`config.mk`:
```
export PLATFORM = sky130hd
export DESIGN_NAME = bbo_skid
export DESIGN_NICKNAME = d
export VERILOG_FILES = /design/src/hdl/bbo_skid.sv
export SDC_FILE = /design/constraint.sdc
export NUM_CORES = 1
export LEC_CHECK = 0
export ABC_AREA = 1
export BUFFER_PORTS_ARGS = -buffer_cell sky130_fd_sc_hd__buf_4
export CORE_AREA = 3 3 40 42
export DETAILED_ROUTE_END_ITERATION = 10
export DIE_AREA = 0 0 43 45
export SETUP_SLACK_MARGIN = 0.3
export SLEW_MARGIN = 10
export SYNTH_ARGS = -nofsm -noshare
export SYNTH_HDL_FRONTEND = slang
export SYNTH_SLANG_ARGS = --single-unit
export TNS_END_PERCENT = 50
```
`constraint.sdc`:
```
create_clock -name clk_i -period 0.9 [get_ports clk_i]
set_clock_uncertainty 0.05 [all_clocks]
set_input_delay 0.18 -clock clk_i [delete_from_list [all_inputs] [get_ports clk_i]]
set_output_delay 0.18 -clock clk_i [all_outputs]
set_load 0.005 [all_outputs]
```
`src/hdl/bbo_skid.sv`:
```
// output register with a skid entry so the pipeline keeps moving under backpressure until the skid entry fills
module bbo_skid (
  input  logic clk_i,
  input  logic rst_ni,
  input  logic valid_i,
  input  logic hit_i,
  output logic en_o,
  output logic out_valid_o,
  input  logic out_ready_i,
  output logic out_hit_o
);

  logic out_vld_q, out_vld_d;
  logic out_hit_q, out_hit_d;
  logic skd_vld_q, skd_vld_d;
  logic skd_hit_q, skd_hit_d;

  always_comb begin
    out_vld_d = out_vld_q;
    out_hit_d = out_hit_q;
    skd_vld_d = skd_vld_q;
    skd_hit_d = skd_hit_q;
    if (!skd_vld_q) begin
      if (!out_vld_q || out_ready_i) begin
        out_vld_d = valid_i;
        out_hit_d = hit_i;
      end else if (valid_i) begin
        skd_vld_d = 1'b1;
        skd_hit_d = hit_i;
      end
    end else if (out_ready_i) begin
      out_vld_d = 1'b1;
      out_hit_d = skd_hit_q;
      skd_vld_d = 1'b0;
    end
  end

  always_ff @(posedge clk_i or negedge rst_ni) begin
    if (!rst_ni) begin
      out_vld_q <= 1'b0;
      skd_vld_q <= 1'b0;
    end else begin
      out_vld_q <= out_vld_d;
      skd_vld_q <= skd_vld_d;
    end
  end

  always_ff @(posedge clk_i) begin
    out_hit_q <= out_hit_d;
    skd_hit_q <= skd_hit_d;
  end

  assign en_o        = ~skd_vld_q;
  assign out_valid_o = out_vld_q;
  assign out_hit_o   = out_hit_q;

endmodule

```
==> Word-level counts from Yosys, hierarchy flattened <==
Cells that the tools add are included.
{ "classes": {"eq_ne": 1, "mux": 10, "bitwise": 2, "n_reduce_logical": 5} }
{ "op_table": {"columns": ["cell", "n"], "rows": [
  ["1-bit two-way mux", 10],
  ["3-bit AND reduction", 1],
  ["2-bit != test (second input constant)", 1],
  ["1-bit inverter", 2],
  ["2-bit AND reduction", 1],
  ["2-bit nonzero test", 1],
  ["1-bit logical NOT", 1],
  ["1-bit logical OR", 1]
]} }
{ "totals": {"ff_bits": 4, "in_bits": 5, "output_inout_bits": 3, "wordCells": 22} }

==> Longest topological paths before layout <==
Gate-level depths: netlist (run 1).
{ "depth": {"word_depth": 4, "depth_mapped": 4, "ltp_nobuf": 4} }

==> Least setup slack after synthesis (run 1) <==
No wires, ideal clock.
{ "synth_timing": {"kind": "register -> register", "start": "register skd_vld_q", "end": "register skd_hit_q, enable pin", "setup_ns": 0.289, "arrival_time_ns": 0.622, "slack_ns": -0.062, "stages_incl_launch_ff": 4, "path_buffers": 0, "period_less_slack_ns": 0.962, "cell_sequence": "dfrtp_1 nor2_1 nand2_1 inv_1"} }
{ "synth_between": {"elab_chain_len": 2} }
{ "synth_lines": {"columns": ["element", "line_no", "source"], "rows": [
  ["from (decl)", "15", "logic skd_vld_q, skd_vld_d;"],
  ["from (signal assigned)", "44", "skd_vld_q <= skd_vld_d;"],
  ["1-bit inverter", null, null],
  ["3-bit AND reduction (no line)", null, null],
  ["to (signal assigned)", "50", "skd_hit_q <= skd_hit_d;"],
  ["to (decl)", "16", "logic skd_hit_q, skd_hit_d;"]
]} }
No other way between the ends.
A chain may end at the register's enable or synchronous reset.

==> Worst setup path in the final report (run 1) <==
{ "layout_timing": {"start": "register out_vld_q, in the netlist out_valid_o", "end": "output out_valid_o"} }
{ "layout_rtl": {"columns": ["element", "line_no", "source"], "rows": [
  ["from (decl)", "13", "logic out_vld_q, out_vld_d;"],
  ["from (signal assigned)", "43", "out_vld_q <= out_vld_d;"],
  ["to (decl)", "8", "output logic out_valid_o,"]
]} }
No word-level cell between the ends.

==> results.md, run 1 <==
- The synthesized instance count is 22.
- Measured against the total synthesized area, the mux share comes to 0%.
- The count of clock tree sinks is 4.
- The number of hold-slack violations in the final timing report came to 0.
- The synthesized netlist devotes between 2 and 3% of its cell area to compound gates.
- Counting I/O delays and the setup requirement, the final critical path takes 1.063 ns.
- The largest net degree at the start of global routing is 6.
- The proportion of synthesized chip area in sequential cells is 61.11%.
- The tightest min-delay check is of the in2reg type.
- The cell area after synthesis is 180.2 sq um.
- The sum of routed wire length over all layers is 390 microns.
- The number of nets in the final layout is 45.
- The average detailed-routed wire length per instance is 7.358 microns.
- The final reports fail on setup timing.
- The placed instance area is roughly 270 sq um.
- The clock edge transition at the registers on the reported setup and hold paths is 0.04 ns.
- The area share of fa/ha/maj cells after synthesis is 0%.
- The number of standard-cell rows in the floorplan is 13.
- Leaving out fill and tap cells, the most frequent cells in the layout are 8 x sky130_fd_sc_hd__nand2_1, 8 x sky130_fd_sc_hd__buf_4, 4 x sky130_fd_sc_hd__buf_6, 3 x sky130_fd_sc_hd__inv_1, 3 x sky130_fd_sc_hd__clkbuf_4.
- Of the total synthesized cell area, the portion taken by XOR and XNOR cells is 0%.
- The source of the worst hold timing path is hit_i.
- Counting distinct cell types in the post-synthesis netlist gives 8.
- Setup violations remaining at the end of the flow were counted as 7.
- Of the total power, the share spent switching nets is 23.31%.
- The number of antenna diodes in the final layout is 0.
- For this design the static power due to leakage is 0.0001805 uW.
- The pre-CTS setup slack is -0.08668 ns.
- The detailed placer's ending HPWL is 295.6 microns.
- The net switching power of the design is 145.8 uW.
- The number of buffers created by CTS is 3.
- The area share of the largest cell type after synthesis is roughly a third.
- In this run the worst setup path begins at out_valid_o$_DFFE_PN0P_.
- Setup repair after global routing could not meet its margin everywhere.
- The number of antenna violations at the first check in global routing was 0.
- The final max-slew violation count is 0.
- The share of final-layout standard cells stronger than drive strength 1 is 52.63%.
- For this run, the number of Yosys warnings is 0.
- The worst-path maximum fanout is 2.
- TritonCTS built the clock tree.
- At the worst endpoint, the arrival time is 0.83 ns.
- The weighted congestion reported at the end of routability-driven placement is 0.6595.
- The type of destination of the critical path is an output port.
- The tool flagged a number of max-cap violations equal to 0.
- The cell area after layout is 342.8 sq um.
- After global routing the overflow that remains totals 0.
- The number of violations reported at the end of detailed-routing iteration 0 is 3.
- The die footprint is 1935 sq um.
- The clock passes through at most 2 buffers.
- The core region is 1285 sq um.
- After synthesis the netlist holds a flip-flop and latch count of 4.
- Averaged over all synthesized cells, the footprint is 8.190 sq um.
- The starting utilization of the core area is 14.02%.
- The first global-routing pass estimated 655 microns of wire.
- The detailed router placed 182 vias in this run.
- The power per standard cell area is around 1800 nW/um^2.
- The post-route worst setup slack is -0.1635 ns.
- The share of power burned in the clock network is ~35%.
- The post-route DRC violation count is 0.
- The worst slew margin relative to its limit is 91.62%.
- Static timing analysis puts the maximum clock frequency at between 0.9 and 1 GHz.
- Sequential cells burn 38.2% of the power.
- The worst register-to-register path begins at out_valid_o$_DFFE_PN0P_.
- Yosys attributes the largest share of cell area to sky130_fd_sc_hd__edfxtp_1 33%, sky130_fd_sc_hd__dfrtp_1 28%, sky130_fd_sc_hd__nand2_1 19%.
- The die extent in y is about 45 microns.
- In this run, the combinational gates consume 27.3% of the power.
- The required time of the critical path is 0.67 ns.
- The part of the cycle the worst path needs is 118.2%.
- The H-tree level count is 1.
- The flow ran to the end, but the final reports show violations.
- The pin slew with the least headroom to its limit is 0.1249 ns.
- By area, the combinational part of the netlist is dominated by simple AND/OR/NAND/NOR gates.
- After detailed routing, the number of vias per cell comes to between 3 and 4.
- The number of nets with antenna violations after routing is 0.
- The floorplan step set the die width to 43 microns.
- The via count of the first global-routing pass came to 193.
- The number of nets in the synthesized netlist is 27.
- The type of element launching the critical path is a flip-flop.
- The kind of critical path is reg2out.
- During placement, the flow inserted port buffers numbering 7.
- 8 I/O pins were placed.
- The clock latency reported for the late side of the worst-skew pair is ~0.23 ns.
- The library cell with the largest summed area after synthesis is sky130_fd_sc_hd__edfxtp_1.
- The area growth from synthesis to layout is 90.28%.
- Cell internal power was estimated by the tool at 479.6 uW.
- Global routing used 4.933% of the available tracks.
- The root buffer selected by CTS is sky130_fd_sc_hd__clkbuf_4.
- The simple-gate area share of the yosys netlist is between 20% and 30%.
- Across the VDD grid, the largest voltage drop is 0.3282 mV.
- The iteration count of the initial detailed-routing pass is 2.
==> metrics by stage <==
| step | instances | hold WS, ns | utilization (%) | TNS (ns) | power (uW) |
|---|---|---|---|---|---|
| floorplan | 22 | -0.1656 | - | -0.08236 | 278.3 |
| global placement | 46 | -0.08471 | 20.74 | -0.1318 | 352.4 |
| detailed placement | 46 | -0.08643 | 20.74 | -0.1690 | 354.7 |
| CTS | 53 | 0.07425 | 25.90 | -0.8599 | 625.7 |
| global route | 53 | 0.07488 | 26.68 | -1.005 | 671.1 |
| finish | 53 | 0.08612 | 26.68 | -0.7062 | 625.4 |
==> power groups by stage <==
stage | combinational (uW) | sequential [uW] | clock (uW)
2_1_floorplan | 38.0 | 240 | 0
6_report | 171 | 239 | 216
3_3_place_gp | 112 | 240 | 0
5_1_grt | 188 | 242 | 241
4_1_cts | 160 | 236 | 230
3_5_place_dp | 114 | 241 | 0
==> cells in the mapped netlist, drive strengths merged <==
cell and number:
nand2 9, inv 5, dfrtp 2, edfxtp 2, nor2 2, nand3 1
o21ai 1
==> worst max-delay path: stages (launching register included) <==
cell and delay, ns:
sky130_fd_sc_hd__dfrtp_1 0.39, sky130_fd_sc_hd__buf_6 0.12, sky130_fd_sc_hd__buf_6 0.10
==> kinds of logic (layout without fill, tap and decap cells) <==
| family | after synthesis | count (layout) |
|---|---|---|
| buffers and inverters | 5 | 21 |
| AO/OA/AOI/OAI | 1 | 1 |
| AND/OR/NAND/NOR | 12 | 12 |
| flip-flops | 4 | 4 |
==> timing repair <==
item / CTS / global route
hold endpoints to repair: 2 / 0
resized for setup: 3 / 6
pin swaps: 1 / 3
setup endpoints to repair: 8 / 8
buffers inserted: 3 / 0
cloned: 0 / 0
hold buffers: 1 / 0
==> path summary, 6_finish.rpt <==
kind,to,slack [ns],depth (start not counted)
max,out_valid_o,-0.16,2
max reg2reg,skd_hit_q$_DFFE_PP_,-0.14,5
min,skd_hit_q$_DFFE_PP_,0.09,1
min reg2reg,out_hit_o$_DFFE_PP_,0.49,2
max in group asynchronous,skd_vld_q$_DFF_PN0_,0.48,2
min in group asynchronous,skd_vld_q$_DFF_PN0_,0.22,2
==> area by class of cell <==
| cell class | count | area (sq um) |
|---|---|---|
| flip-flops and latches | 4 | 111.4 |
| fillers | 137 | 942.2 |
| well taps | 15 | 18.77 |
| repair buffers | 13 | 115.1 |
| multi-input cells | 13 | 56.30 |
| clock buffers | 3 | 22.52 |
| inverters | 5 | 18.77 |
==> metal layers <==
metal	wire length, microns	vias up	part of all wire (%)	global-route usage [%]
met2	196	5	50	6.886
met3	16	0	4.1	1.195
met4	0	0	0	7.229
li1	-	97	-	-
met1	178	80	46	5.122
met5	0	-	0	0
==> flip-flops by register name, summed over array words and instances (netlist names) <==
signal / cells
skd_hit_q: 1
out_hit_o: 1
out_valid_o: 1
skd_vld_q: 1
No activity file was read; power rests on OpenSTA's default activity.
==> run 2: changes to the inputs <==
ABC_AREA = unset   (was 1)
RECOVER_POWER = 100   (was unset)
==> run 2 against run 1 <==
Net effect:
- the flow still finishes with violations (setup timing)
- sequential power down 3%
- power down 6.4%
- combinational power down 39%
- die area did not move
- synthesized cell count decreased by 36%
- critical path depth unchanged
- cell area is 9.9% lower
- largest cell class is now flip-flops and latches
==> results.md, run 2 <==
- The flow ran to the end, but the final reports show violations.
- The final reports fail on setup timing.
- The worst register-to-register path ends at out_hit_o$_DFFE_PP_.
- The cell area after synthesis was 166.4 sq um (-7.6%).
- The post-route worst setup slack was -0.1989 ns (-0.03539 ns).
- The detailed-route vias per instance is 3.595 (+4.7%).
- The clock edge transition at the registers on the reported setup and hold paths is 0.04 ns (about the same).
- In the layout the commonest cells are 4 x sky130_fd_sc_hd__clkbuf_4, 3 x sky130_fd_sc_hd__buf_4, 3 x sky130_fd_sc_hd__buf_6, 2 x sky130_fd_sc_hd__clkbuf_1, 2 x sky130_fd_sc_hd__edfxtp_1.
- The number of standard-cell rows in the floorplan was 13 (unchanged).
- The source of the worst hold timing path is out_ready_i.
- The clock latency reported for the late side of the worst-skew pair is 0.24 ns (about the same).
- The weighted congestion reported at the end of routability-driven placement is 0.6833 (+3.6%).
- The sum of routed wire length over all layers is 370 microns (-5.1%).
- The data arrival time of the critical path was 0.87 ns (+0.04 ns).
- The delay contributed by the slowest stage of the critical path is 0.41 ns (+0.02 ns).
- The worst-case hold path end point is skd_vld_q$_DFF_PN0_.
- The worst setup path is launched from a flip-flop.
- The yosys synthesis warning count was 0 (unchanged).
- The core area is 1285 sq um (unchanged).
- The buffers plus inverters on the worst setup path is 2 (unchanged).
- The global-route wire length before repair was 662 microns (+1.1%).
- The number of placed I/O pins is 8 (unchanged).
- The x dimension of the die was 43 microns (unchanged).
- The proportion of synthesized chip area in sequential cells is 66.17% (+5.1 points).
- The final max-slew violation count is 0 (unchanged).
- The library cell with the largest summed area after synthesis is sky130_fd_sc_hd__edfxtp_1.
- The number of nets in the final layout is 33 (-27%).
- The iteration count of the initial detailed-routing pass is 4 (+2).
- The leakage power summed over all cells is 0.0001303 uW (-28%).
- The die extent in y was 45 microns (unchanged).
- The final global-route overflow total is 0 (unchanged).
- The count of clock tree sinks came to 4 (unchanged).
- The H-tree level count is 1 (unchanged).
- The share of final-layout standard cells stronger than drive strength 1 is 55.56% (+2.9 points).
- The number of hold-slack violations in the final timing report came to 0 (unchanged).
- The via count of the first global-routing pass is 158 (-18%).
- The root buffer selected by CTS is sky130_fd_sc_hd__clkbuf_4.
- The number of filler instances in the final layout was 137 (unchanged).
- The highest clock frequency the design can meet is 0.9100 GHz (-3.2%).
- The number of buffers created by CTS is 3 (unchanged).
- The number of cells traversed by the worst hold path came to 2 (+1).
- The total track usage is 5.268% (+0.33 points).
- The critical path goes through buf_6, buf_6.
- Ranked by instance count, the synthesized netlist is headed by 2 x sky130_fd_sc_hd__dfrtp_1, 2 x sky130_fd_sc_hd__edfxtp_1, 2 x sky130_fd_sc_hd__nand2b_1, 2 x sky130_fd_sc_hd__nor2_1.
- The post-synthesis net count came to 19 (-30%).
- The pin slew with the least headroom to its limit is 0.1447 ns (+0.01979 ns).
- In this run the critical register-to-register path is launched from skd_vld_q$_DFF_PN0_.
- Setup repair after global routing could not meet its margin everywhere.
- The number of synthesized flops with an enable pin was 2 (unchanged).
- The number of antenna violations at the first check in global routing came to 0 (unchanged).
- The type of destination of the critical path is an output port.
- The worst-case clock buffer depth is 2 (unchanged).
- The area share of the largest cell type after synthesis is 36.09% (+2.8 points).
- The clock period minus worst slack was 1.099 ns (+0.03539 ns).
- The number of nets with antenna violations after routing is 0 (unchanged).
- The worst slew margin relative to its limit is 90.35% (-1.3 points).
- The count of port buffers added during placement is 7 (unchanged).
- Compared with the post-synthesis result, the final layout area differs by 85.71%.
- The starting utilization of the core area is 12.95% (-1.1 points).
- Broken down by cell family, the worst path's largest delay share belongs to flip-flops.
- The die footprint is 1935 sq um (unchanged).
- The post-synthesis register bit count was 4 (unchanged).
- The average detailed-routed wire length per instance was 8.810 microns (+20%).
- The worst setup slack for register-to-register paths is -0.14 ns (about the same).
- The required time of the critical path is 0.67 ns (about the same).
- The routed via count is 151 (-17%).
- The first element of the critical path is out_valid_o$_DFFE_PN0P_.
- The most prevalent standard cell on the critical path is sky130_fd_sc_hd__buf_6.
- The largest net degree at the start of global routing is 7 (+1).
- The slowest stage of the critical path belongs to the cell sky130_fd_sc_hd__dfrtp_1.
- The number of setup buffers added after CTS is 0 (-3).
- The post-route DRC violation count is 0 (unchanged).
- The part of the cycle the worst path needs is 122.1% (+3.9 points).
- The final core utilization is 24.05% (-2.6 points).
- The most used flip-flop cell after synthesis is sky130_fd_sc_hd__edfxtp_1.
- The worst min-delay path category is in2reg.
- The total chip power is 585.3 uW (-6.4%).
- The clock tree from TritonCTS is yes.
- The async set-reset flop share out of synthesis is 50.00% (unchanged).
- The worst-path maximum fanout is 4 (+2).
- The setup TNS is -0.7309 ns (-0.02469 ns).
- The antenna diode instance count is 0 (unchanged).
- The kind of critical path is reg2out.
- The pre-CTS setup slack is -0.1681 ns (-0.08146 ns).
- The synthesized area per cell came to 11.89 sq um (+45%).
- The synthesized instance count came to 14 (-36%).
- By area the synthesized netlist is led by sky130_fd_sc_hd__edfxtp_1 36%, sky130_fd_sc_hd__dfrtp_1 30%, sky130_fd_sc_hd__nand2b_1 7.5%.
- The most frequent standard cell in the layout excluding fill and tap cells is sky130_fd_sc_hd__clkbuf_4.
- The worst voltage drop across the vdd grid is 0.4314 mV (+31%).
- The number of violations of the max-capacitance limit is 0 (unchanged).
- The power per standard cell area came to 1894 nW/um^2 (+3.8%).
- The count of cells along the worst register-to-register path is 1 (-4).
- The final setup violation count is 6 (-1).
- The number of violations reported at the end of detailed-routing iteration 0 is 2 (-1).
- The count of distinct cell types in the synthesized netlist is 10 (+2).
run 2: cell type report:
cell class	instances	area, sq um	share of cell area [%]
flip-flops and latches	4	111.4	36.03
repair buffers	9	77.57	25.10
clock buffers	4	26.28	8.502
well taps	15	18.77	6.073
inverters	1	3.754	1.215
multi-input cells	9	71.32	23.08
run 2: where the power goes:
part           total [uW]  internal [uW]  switching, uW
clock network         249            167           82.3
registers             231            213           17.6
logic                 105           69.8           35.5
run 2: worst max path at each step:
| stage | depth (start not counted) | end |
|---|---|---|
| 2_1_floorplan | 1 | out_hit_o$_DFFE_PP_ |
| 4_1_cts | 2 | out_valid_o |
| 3_5_place_dp | 2 | skd_hit_q$_DFFE_PP_ |
| 3_3_place_gp | 2 | skd_hit_q$_DFFE_PP_ |
| 5_1_grt | 2 | out_valid_o |
| 6_report | 2 | out_valid_o |
run 2: kinds of logic (layout without fill, tap and decap cells):
group / Yosys count / in the layout / synth area share (%)
multiplexers: 1 / 1 / 6.766
AO/OA/AOI/OAI: 2 / 2 / 7.518
AND/OR/NAND/NOR: 6 / 6 / 17.29
flip-flops: 4 / 4 / 66.17
buffers and inverters: 1 / 14 / 2.253
run 2: stage by stage:
step / std cells / area, sq um / hold WS (ns)
2_1_floorplan: 14 / 170.2 / -0.1656
3_3_place_gp: 37 / 249.0 / -0.08447
3_5_place_dp: 37 / 249.0 / -0.08327
4_1_cts: 42 / 307.8 / 0.05672
5_1_grt: 42 / 309.0 / 0.07769
6_report: 42 / 309.0 / 0.06955
run 2: per-layer routing:
layer  track usage (%)  share of wire, %  vias to the layer above
li1                  -                 -                       73
met2             5.389                39                       10
met4             5.422                 0                        0
met3             3.984                14                        0
met1             6.341                47                       68
met5                 0                 0                        -
run 2: timing repair:
item | CTS | global route
endpoints found under the hold margin | 2 | 0
resized for setup | 7 | 1
gates cloned | 0 | 0
pin swaps | 0 | 1
hold buffers | 1 | 0
endpoints found under the setup margin | 8 | 8
==> run 3: changes to the inputs <==
BUFFER_PORTS_ARGS = unset   (was -buffer_cell sky130_fd_sc_hd__buf_4)
DONT_BUFFER_PORTS = 1   (was unset)
SLEW_MARGIN = 20   (was 10)
==> run 3 against run 2 <==
Net effect:
- the run ends with hold timing, setup timing left
- first-iteration DRC count increased by 50%
- highest routed layer is now met4
- die area unchanged
- cell area decreased by 15%
- critical path depth decreased by 1
- register-to-register slack about the same
- combinational power decreased by 34%
- flip-flop and latch count unchanged
- final cell count decreased by 14%
==> results.md, run 3 (same netlist as run 2, synthesis figures left out) <==
- The setup TNS is -0.4759 ns (+0.2550 ns).
- The power share of the sequential group was 41.3% (+1.9 points).
- The required time of the critical path is 0.85 ns (+0.18 ns).
- The total chip power is 562.8 uW (-3.8%).
- The number of filler instances in the final layout came to 139 (+1.5%).
- The delay contributed by the slowest stage of the critical path is 0.44 ns (+0.03 ns).
- The number of nets in the final layout is 27 (-18%).
- The kind of critical path is reg2reg.
- The number of buffers created by CTS came to 3 (unchanged).
- The total track usage is 5.941% (+0.67 points).
- The worst slew margin relative to its limit came to 89.18% (-1.2 points).
- The combinational power share is 12.2% (-5.8 points).
- The slowest cell on the critical path is sky130_fd_sc_hd__dfrtp_2.
- TritonCTS built the clock tree.
- The global-route wire length before repair was 724 microns (+9.4%).
- The final global-route overflow total is 0 (unchanged).
- The first element of the critical path is skd_vld_q$_DFF_PN0_.
- The post-route DRC violation count is 0 (unchanged).
- The most frequent standard cell in the layout excluding fill and tap cells is sky130_fd_sc_hd__clkbuf_4.
- The number of violations of the max-capacitance limit came to 0 (unchanged).
- The clock latency reported for the late side of the worst-skew pair is 0.24 ns (about the same).
- The internal power came to 425.3 uW (-5.5%).
- The number of cells traversed by the worst hold path came to 1 (-1).
- The worst voltage drop across the vdd grid is 0.5041 mV (+17%).
- The worst-case hold slack came to -0.05042 ns (-0.1200 ns).
- The footprint of the multi-input gates is 71.32 sq um (unchanged).
- The number of nets with antenna violations after routing is 0 (unchanged).
- The number of placed I/O pins is 8 (unchanged).
- The power per standard cell area was 2132 nW/um^2 (+13%).
- The worst hold path terminates at skd_vld_q$_DFF_PN0_.
- The routed via count is 141 (-6.6%).
- The type of element launching the critical path is a flip-flop.
- The final setup violation count is 5 (-1).
- The net switching power of the design was 137.5 uW (+1.6%).
- In this run the most critical hold path is launched from out_ready_i.
- In this run the clock root is driven by a sky130_fd_sc_hd__clkbuf_4.
- The clock period minus worst slack was 1.035 ns (-0.06374 ns).
- The post-route worst setup slack was -0.1351 ns (+0.06374 ns).
- The worst setup slack for register-to-register paths is -0.14 ns (about the same).
- The die extent in y is 45 microns (unchanged).
- The largest net degree at the start of global routing was 7 (unchanged).
- The weighted congestion reported at the end of routability-driven placement is 0.6623 (-3.1%).
- The startpoint identified for the worst register-to-register timing path is skd_vld_q$_DFF_PN0_.
- The leakage power summed over all cells is 0.0001068 uW (-18%).
- The run finished, with violations left.
- The via count of the first global-routing pass is 153 (-3.2%).
- The top cell types in the final layout, fill and taps aside, are 3 x sky130_fd_sc_hd__clkbuf_4, 2 x sky130_fd_sc_hd__edfxtp_1, 2 x sky130_fd_sc_hd__buf_6.
- The number of antenna violations at the first check in global routing is 0 (unchanged).
- The gate family responsible for the most delay along the worst path is flip-flops.
- The pin slew with the least headroom to its limit is 0.1623 ns (+0.01756 ns).
- The number of violations reported at the end of detailed-routing iteration 0 is 3 (+1).
- The worst-case clock buffer depth is 2 (unchanged).
- The antenna diode instance count is 0 (unchanged).
- The worst-path maximum fanout is 6 (+2).
- The average detailed-routed wire length per instance is 11.22 microns (+27%).
- The number of hold-slack violations in the final timing report is 2 (+2).
- The share of final-layout standard cells stronger than drive strength 1 is 47.62% (-7.9 points).
- The switching share of total power is 24.44% (+1.3 points).
- The x dimension of the die is 43 microns (unchanged).
- The number of standard-cell rows in the floorplan is 13 (unchanged).
- The iteration count of the initial detailed-routing pass was 2 (-2).
- The count of clock tree sinks came to 4 (unchanged).
- The endpoint identified for the worst register-to-register timing path is out_hit_o$_DFFE_PP_.
- The highest clock frequency the design can meet is 0.9661 GHz (+6.2%).
- The checks that failed: hold timing, setup timing.
- The detailed-route vias per instance is 3.917 (+8.9%).
- The clock edge transition at the registers on the reported setup and hold paths is 0.05 ns (about the same).
- The sum of routed wire length over all layers is 404 microns (+9.2%).
- The share of power burned in the clock network is 46.5% (+3.9 points).
- The detailed placer's ending HPWL is 288.6 microns.
- The count of port buffers added during placement is 0 (-7).
- The worst min-delay path category is in2reg.
- The starting utilization of the core area was 12.95% (unchanged).
- The H-tree level count was 1 (unchanged).
- The area taken by flip-flops and latches is 111.4 sq um (unchanged).
- The part of the cycle the worst path needs came to 115.0% (-7.1 points).
- The type of destination of the critical path is a flip-flop.
- Setup repair after global routing could not meet its margin everywhere.
- The core area was 1285 sq um (unchanged).
- The number of buffers inserted by hold repair at cts was 1 (unchanged).
- The buffers plus inverters on the worst setup path is 0 (-2).
- The final max-slew violation count is 0 (unchanged).
- The synthesis-to-layout area growth is 58.65%.
- The die footprint is 1935 sq um (unchanged).
- The data arrival time of the critical path was 0.99 ns (+0.12 ns).
- The count of cells along the worst register-to-register path is 1 (unchanged).
- The signal on the critical path passes through mux2_4.
run 3: power by group through the flow:
| stage | combinational, uW | sequential (uW) | clock [uW] |
|---|---|---|---|
| 5_1_grt | 76.6 | 236 | 292 |
| 3_5_place_dp | 43.7 | 233 | 0 |
| 2_1_floorplan | 29.0 | 228 | 0 |
| 6_report | 68.8 | 233 | 261 |
| 4_1_cts | 58.2 | 233 | 268 |
| 3_3_place_gp | 40.6 | 230 | 0 |
run 3: worst max path at each step:
stage / end / slack [ns] / cells after the start
floorplan: out_hit_o$_DFFE_PP_ / -0.11 / 1
global placement: skd_hit_q$_DFFE_PP_ / -0.13 / 2
detailed placement: skd_hit_q$_DFFE_PP_ / -0.19 / 2
CTS: out_hit_o$_DFFE_PP_ / -0.14 / 1
global route: out_hit_o$_DFFE_PP_ / -0.16 / 1
finish: out_hit_o$_DFFE_PP_ / -0.14 / 1
run 3: through the flow:
step / instances / instance area [sq um] / setup slack, ns / utilization, %
finish: 36 / 264.0 / -0.1351 / 20.55
global route: 36 / 264.0 / -0.1636 / 20.55
CTS: 35 / 247.7 / -0.1367 / 19.28
detailed placement: 30 / 196.4 / -0.1880 / 15.29
global placement: 30 / 196.4 / -0.1286 / 15.29
floorplan: 14 / 170.2 / -0.1079 / -
run 3: cell type report:
cell class / instances / area share [%]
Clock buffer: 4 / 9.953
Timing Repair Buffer: 3 / 12.32
Sequential cell: 4 / 42.18
Inverter: 1 / 1.422
Tap cell: 15 / 7.109
Multi-Input combinational cell: 9 / 27.01
run 3: timing repair:
item	4_1_cts	5_1_grt
buffers inserted	0	1
setup endpoints to repair	8	8
gates resized for setup	4	2
hold endpoints to repair	4	2
run 3: layer usage:
| layer | GRT usage, % | part of all wire [%] | vias to the layer above |
|---|---|---|---|
| met3 | 7.171 | 21 | 2 |
| met2 | 6.587 | 32 | 10 |
| met1 | 4.645 | 42 | 69 |
| li1 | - | - | 60 |
| met4 | 7.229 | 5.0 | 0 |
| met5 | 0 | 0 | - |
